[src/rtl/core/bske_pkg.sv]
`timescale 1ns / 1ps
// ----------------------------------------------------------------------------
// bske_pkg
// Shared constants, codes and types of the beta-skeleton edge test block.
// ----------------------------------------------------------------------------
package bske_pkg;

  localparam int MAX_VERTICES = 64;
  localparam int DIST_BITS    = 16;

  localparam int VTX_W    = $clog2(MAX_VERTICES);
  localparam int COUNT_W  = VTX_W + 1;
  localparam int ADDR_W   = 2 * VTX_W;
  localparam int COEF_W   = 17;
  localparam int COEF_FRAC = 14;
  localparam int SQ_W     = 2 * DIST_BITS;
  localparam int SCALED_W = SQ_W + 1 + COEF_FRAC;
  localparam int PROD_W   = COEF_W + SQ_W + 1;
  localparam int ACC_W    = PROD_W + 2;
  localparam int CFG_IDX_W = 2;
  localparam int CFG_DATA_W = COEF_W;

  localparam logic [COUNT_W-1:0] VTX_LIMIT = COUNT_W'(MAX_VERTICES);

  localparam logic OP_WRITE = 1'b0;
  localparam logic OP_TEST  = 1'b1;

  localparam logic [CFG_IDX_W-1:0] CFG_VERTEX_COUNT = 2'd0;
  localparam logic [CFG_IDX_W-1:0] CFG_BETA_BELOW   = 2'd1;
  localparam logic [CFG_IDX_W-1:0] CFG_BETA_COEF    = 2'd2;

  typedef struct packed {
    logic                     lune;
    logic signed [COEF_W-1:0] coef;
  } eval_cfg_t;

  typedef struct packed {
    logic busy;
    logic hit;
  } eval_status_t;

endpackage

[src/rtl/core/bske_eval.sv]
`timescale 1ns / 1ps
// ----------------------------------------------------------------------------
// bske_eval
// Per-vertex rejection pipeline: squares, coefficient products, exact compare.
// ----------------------------------------------------------------------------
module bske_eval (
  input  logic                            clk,
  input  logic                            rst,
  input  logic                            issue_valid,
  input  bske_pkg::eval_cfg_t             cfg,
  input  logic [bske_pkg::SQ_W-1:0]       dij_sq,
  input  logic [bske_pkg::DIST_BITS-1:0]  dik,
  input  logic [bske_pkg::DIST_BITS-1:0]  djk,
  output bske_pkg::eval_status_t          status
);
  import bske_pkg::*;

  logic va, vb, vc, vd;
  logic [SQ_W-1:0] pik2, pjk2, pxy;
  logic [SQ_W-1:0] pik2_c, pjk2_c;
  logic signed [PROD_W-1:0] m1, m2;
  logic rej;

  logic [SQ_W-1:0]  sel1;
  logic [SQ_W:0]    term1;
  logic signed [ACC_W-1:0] sij_s, t1_s, t2_s, m1_s, m2_s, diff1, diff2;
  logic gt1, gt2;

  always_comb begin
    sel1  = cfg.lune ? pxy : pik2;
    term1 = cfg.lune ? ({1'b0, pik2_c} + {1'b0, pjk2_c}) : {1'b0, pjk2_c};
    sij_s = $signed({{(ACC_W-SQ_W-COEF_FRAC){1'b0}}, dij_sq, {COEF_FRAC{1'b0}}});
    t1_s  = $signed({{(ACC_W-SQ_W-1-COEF_FRAC){1'b0}}, term1, {COEF_FRAC{1'b0}}});
    t2_s  = $signed({{(ACC_W-SQ_W-COEF_FRAC){1'b0}}, pik2_c, {COEF_FRAC{1'b0}}});
    m1_s  = {{(ACC_W-PROD_W){m1[PROD_W-1]}}, m1};
    m2_s  = {{(ACC_W-PROD_W){m2[PROD_W-1]}}, m2};
    diff1 = sij_s - t1_s - m1_s;
    diff2 = sij_s - t2_s - m2_s;
    gt1   = !diff1[ACC_W-1] && (diff1 != '0);
    gt2   = !diff2[ACC_W-1] && (diff2 != '0);
  end

  always_ff @(posedge clk) begin
    if (rst) begin
      va <= 1'b0;
      vb <= 1'b0;
      vc <= 1'b0;
      vd <= 1'b0;
    end else begin
      va <= issue_valid;
      vb <= va;
      vc <= vb;
      vd <= vc;
    end
  end

  always_ff @(posedge clk) begin
    pik2   <= dik * dik;
    pjk2   <= djk * djk;
    pxy    <= dik * djk;
    m1     <= cfg.coef * $signed({1'b0, sel1});
    m2     <= cfg.coef * $signed({1'b0, pjk2});
    pik2_c <= pik2;
    pjk2_c <= pjk2;
    rej    <= cfg.lune ? gt1 : (gt1 && gt2);
  end

  assign status.busy = va | vb | vc | vd;
  assign status.hit  = vd & rej;

endmodule

[config.mk]
export PLATFORM = sky130hd
export DESIGN_NAME = bske_eval
export DESIGN_NICKNAME = d
export VERILOG_FILES = /design/src/rtl/core/bske_pkg.sv /design/src/rtl/core/bske_eval.sv
export SDC_FILE = /design/constraint.sdc
export NUM_CORES = 2
export LEC_CHECK = 0
export BUFFER_PORTS_ARGS = -buffer_cell sky130_fd_sc_hd__buf_4
export CORE_AREA = 2 2 378 380
export DETAILED_ROUTE_END_ITERATION = 8
export DIE_AREA = 0 0 380 382
export HOLD_SLACK_MARGIN = 0.15
export PLACE_DENSITY = 0.71
export SYNTH_ARGS = -nofsm -noshare
export SYNTH_HDL_FRONTEND = slang
export SYNTH_SLANG_ARGS = --single-unit
[constraint.sdc]
create_clock -name clk -period 22 [get_ports clk]
set_input_delay 3.3 -clock clk [delete_from_list [all_inputs] [get_ports clk]]
set_output_delay 3.3 -clock clk [all_outputs]
set_load 0.1 [all_outputs]
# [Word-level counts from Yosys, hierarchy flattened]
# Cells that the tools add are included.
[classes] n_reduce_logical=7 n_mul=5 addsub=5 mux=3 bitwise_logic=4
[ops] op="$reduce_bool A52 Y1" n=2
[ops] op="$mul A17 B33 Y50" n=2
[ops] op="$mul A16 B16 Y32" n=3
[ops] op="$sub A47 B50 Y51" n=1
[ops] op="$sub A48 B50 Y51" n=1
[ops] op="$sub A46 B47 Y48" n=1
[ops] op="$sub A46 B46 Y47" n=1
[ops] op="$add A32 B32 Y33" n=1
[ops] op="$mux W33" n=1
[ops] op="$mux W32" n=1
[ops] op="$logic_and A1 B1 Y1" n=3
[ops] op="$or A1 B1 Y1" n=3
[ops] op="$logic_not A1 Y1" n=2
[ops] op="$and A1 B1 Y1" n=1
[ops] op="$mux W1" n=1
[word_totals] output_inout_bits=2 input_bits=85 elab_cells=36 reg_bits=265

# [Depth between registers and ports, before layout]
[depth] depth_word=8 mapped_depth=37

# [Worst setup path after synthesis]
# Ideal clock, no wire load.
[synth_timing] path_kind="input -> register" startpoint="input port cfg[17] (netlist bit)" endpoint="register m1[47]" path_buffers=3 arrival_ps=10423 slack_ps=11458 stages=29 required_ps=21881 path_cell_list="clkbuf_1 clkbuf_1 mux2_2 clkbuf_1 nand2_1 fa_1 inv_1 fa_1 inv_1 fa_1 inv_1 fa_1 inv_1 fa_1 inv_1 fa_1 ha_1 nand4_1 or3_1 nor4b_1 nor2_1 a311oi_1 nand4_1 a31oi_1 a21oi_1 a21oi_1 a41o_1 a31oi_1 xnor2_1"
[synth_via] elab_chain_cells=2
[synth_rtl] item="start: declaration" line_no="bske_eval.sv:10" rtl="input bske_pkg::eval_cfg_t cfg,"
[synth_rtl] item="$mux W32" line_no="bske_eval.sv:30" rtl="sel1 = cfg.lune ? pxy : pik2;"
[synth_rtl] item="$mul A17 B33 Y50" line_no="bske_eval.sv:61" rtl="m1 <= cfg.coef * $signed({1'b0, sel1});"
[synth_rtl] item="end signal: assignment" line_no="bske_eval.sv:61"
[synth_rtl] item="end: declaration" line_no="bske_eval.sv:21" rtl="logic signed [PROD_W-1:0] m1, m2;"
# Every way passes these cells.
# A chain may end at the register's enable or synchronous reset.

# [Worst setup path in the final report]
# Same ends and word-level chain as after synthesis.

==> out/metrics.cfg <==
[clocking]
cts_setup_buffers=0
cts_max_level=2
root_buffer=clkbuf_16
cts_tree=built
cts_hold_buf=0
clk_latency_ps=640
clock-sinks=261
cts_buffers=35
clkSlewWorstSetupHoldPaths_ps=70
cts_resized=0
cts_buffer_depth=3

[synth]
ys_seq_area_share_pct=7.44
syn_avg_cell_area_sq_um=8.88
synth_edf_count=0
synth_top_area_share_pct=40.2
synth_cell_types=91
yosysTopAreaCell=fa_1
ys_top_cells_by_count=inv_1, fa_1, nand2_1
ys_ff_latch=261
dominantRegCellSynth=dfxtp_1
yosysWarnings=0
async_reset_ff_share_pct=0
syn_area_sq_um=70200
synth.most_common_cell=inv_1
ys_top_cells_by_area=fa_1, ha_1, inv_1, dfxtp_1, nand2_1
syn_inst=7904

[cells_and_area]
area_delta_synth_final_pct=4.72
nets=10100
drive_gt1_share_pct=3.54
final.fill_count=13000

[floorplan]
core_sq_um=141000
fp-row-count=138
fp.dieW_um=380
die-area_sq_um=145000
start_util_pct=49.8
pin_count=87
dieHeight_um=382

[timing]
rsz0062_at_grt=false
hold_viol_final=0
post-route-period-util_pct=50.8
setup-violations-final=0
worst_pin_slew_ps=1310
final-max-slew-violation-count=0
max_clock_freq_mhz=89.5
skew_ps=45.1
fin_ws_ps=10830
relSlewSlack_pct=12.8
fin_setup_tns_ps=0
min_period_ps=11170

[setup_path]
endpoint_kind=flop
crit_fanout=42
path_class=primary input to flop
startpoint_type=primary input
crit_required_ps=22520
arrival_ps=11690

[route]
drc=0
vias=52900
ant_nets=0
routed_wl_mm=194
via_per_inst=5.46
post_drt_wl_per_cell_um=20.0
dr.pass1.iters=6
drt_iter0_markers=3778

[global_route]
track_usage_pct=27.4
antenna_found_initial=7
grt_pass1_vias=57000
grt_max_degree=64
grt_pass1_wl_mm=312
overflow=0

[placement]
port_buffers=86
dp_slack_ps=10250
hpwl_mm=155
gp_congestion=0.936

[outcome]
status=finished clean

[hold_path]
hp-class=flop to flop

[job]
max-cap-violations=0

worst max-delay path, cell delays in order:
cell and delay (ps):
buf_4 350, buf_4 550, mux2_2 520, nand2_1 140, fa_1 580, inv_1 50, fa_1 530, inv_1 50
fa_1 500, inv_1 60, fa_1 520, inv_1 50, fa_1 480, inv_1 50, fa_1 430, ha_1 400
nand4_1 140, or3_1 410, nor4b_1 280, nor2_1 130, a311oi_1 430, nand4_1 230, a31oi_1 460, a21oi_1 180
a21oi_1 280, a41o_1 280, a31oi_1 110, xnor2_1 130
through the flow:
step	instance area, sq um	hold WS (ps)	instances	utilization (%)
floorplan	70200	327	7907	-
global placement	72300	395	9621	51.3
detailed placement	72300	394	9621	51.3
CTS	73500	391	9685	52.2
global route	73500	396	9685	52.2
finish	73500	393	9687	52.2
layout make-up:
cell class	instances	area (sq um)	area share, %
inverter	1756	6590	8.97
tap	1890	2360	3.22
antenna	2	5.00	0.00681
clock inverter	25	264	0.359
multi-input combinational	5603	57300	78.0
timing repair buffer	111	833	1.13
clock buffer	39	911	1.24
sequential	261	5230	7.11
routing by layer:
metal,vias to the layer above,share of wire [%],global-route usage (%)
met5,-,0.094,0.694
met4,8,4.1,10.1
met3,419,8.3,5.37
met2,2016,46,45.3
met1,26800,41,35.6
li1,23700,-,-
cells by family after synthesis:
logic type | Yosys count | share of synthesized area [%]
flops | 261 | 7.44
buf+inv | 2043 | 10.9
fa+ha+maj | 2203 | 54.3
xor+xnor | 281 | 3.51
other cells | 2 | 0.0107
mux | 66 | 1.00
compound gates | 783 | 7.25
simple gates | 2265 | 15.5
final timing paths:
kind	depth (start not counted)	slack [ps]	to	from
max	28	10830	m1[47]	cfg[17]
min reg2reg	0	390	pik2_c[31]	pik2[31]
min	0	390	pik2_c[31]	pik2[31]
max reg2reg	33	13370	rej	pik2_c[2]
cells in the final DEF (no fill, tap or decap), types with 8 or more instances in the layout:
master / n
a211o_1: 10
a211oi_1: 22
a21boi_0: 13
a21o_1: 131
a21oi_1: 253
a31oi_1: 22
and2_1: 524
and3_1: 38
buf_4: 111
clkbuf_16: 35
dfxtp_1: 261
fa_1: 1410
ha_1: 793
inv_1: 1748
inv_6: 9
mux2_2: 35
mux2i_1: 31
nand2_1: 1020
nand2b_1: 79
nand3_1: 61
nand3b_1: 8
nand4_1: 26
nor2_1: 268
nor2b_1: 78
nor3_1: 54
nor4_1: 11
o211ai_1: 16
o21a_1: 39
o21ai_0: 118
o21ai_1: 9
o21bai_1: 33
o22ai_1: 9
o31a_1: 8
o31ai_1: 19
or2_2: 46
or3_1: 22
xnor2_1: 196
xor2_1: 85
flip-flops by register name (all words and copies together) (netlist names):
name    flops
m1         50
m2         50
pxy        32
pik2       31
pik2_c     31
pjk2       31
pjk2_c     31
rej         1
va          1
vb          1
vc          1
vd          1
Power is not shown: default switching activity piles up to over one toggle a cycle in this logic, so the estimate is an artifact.
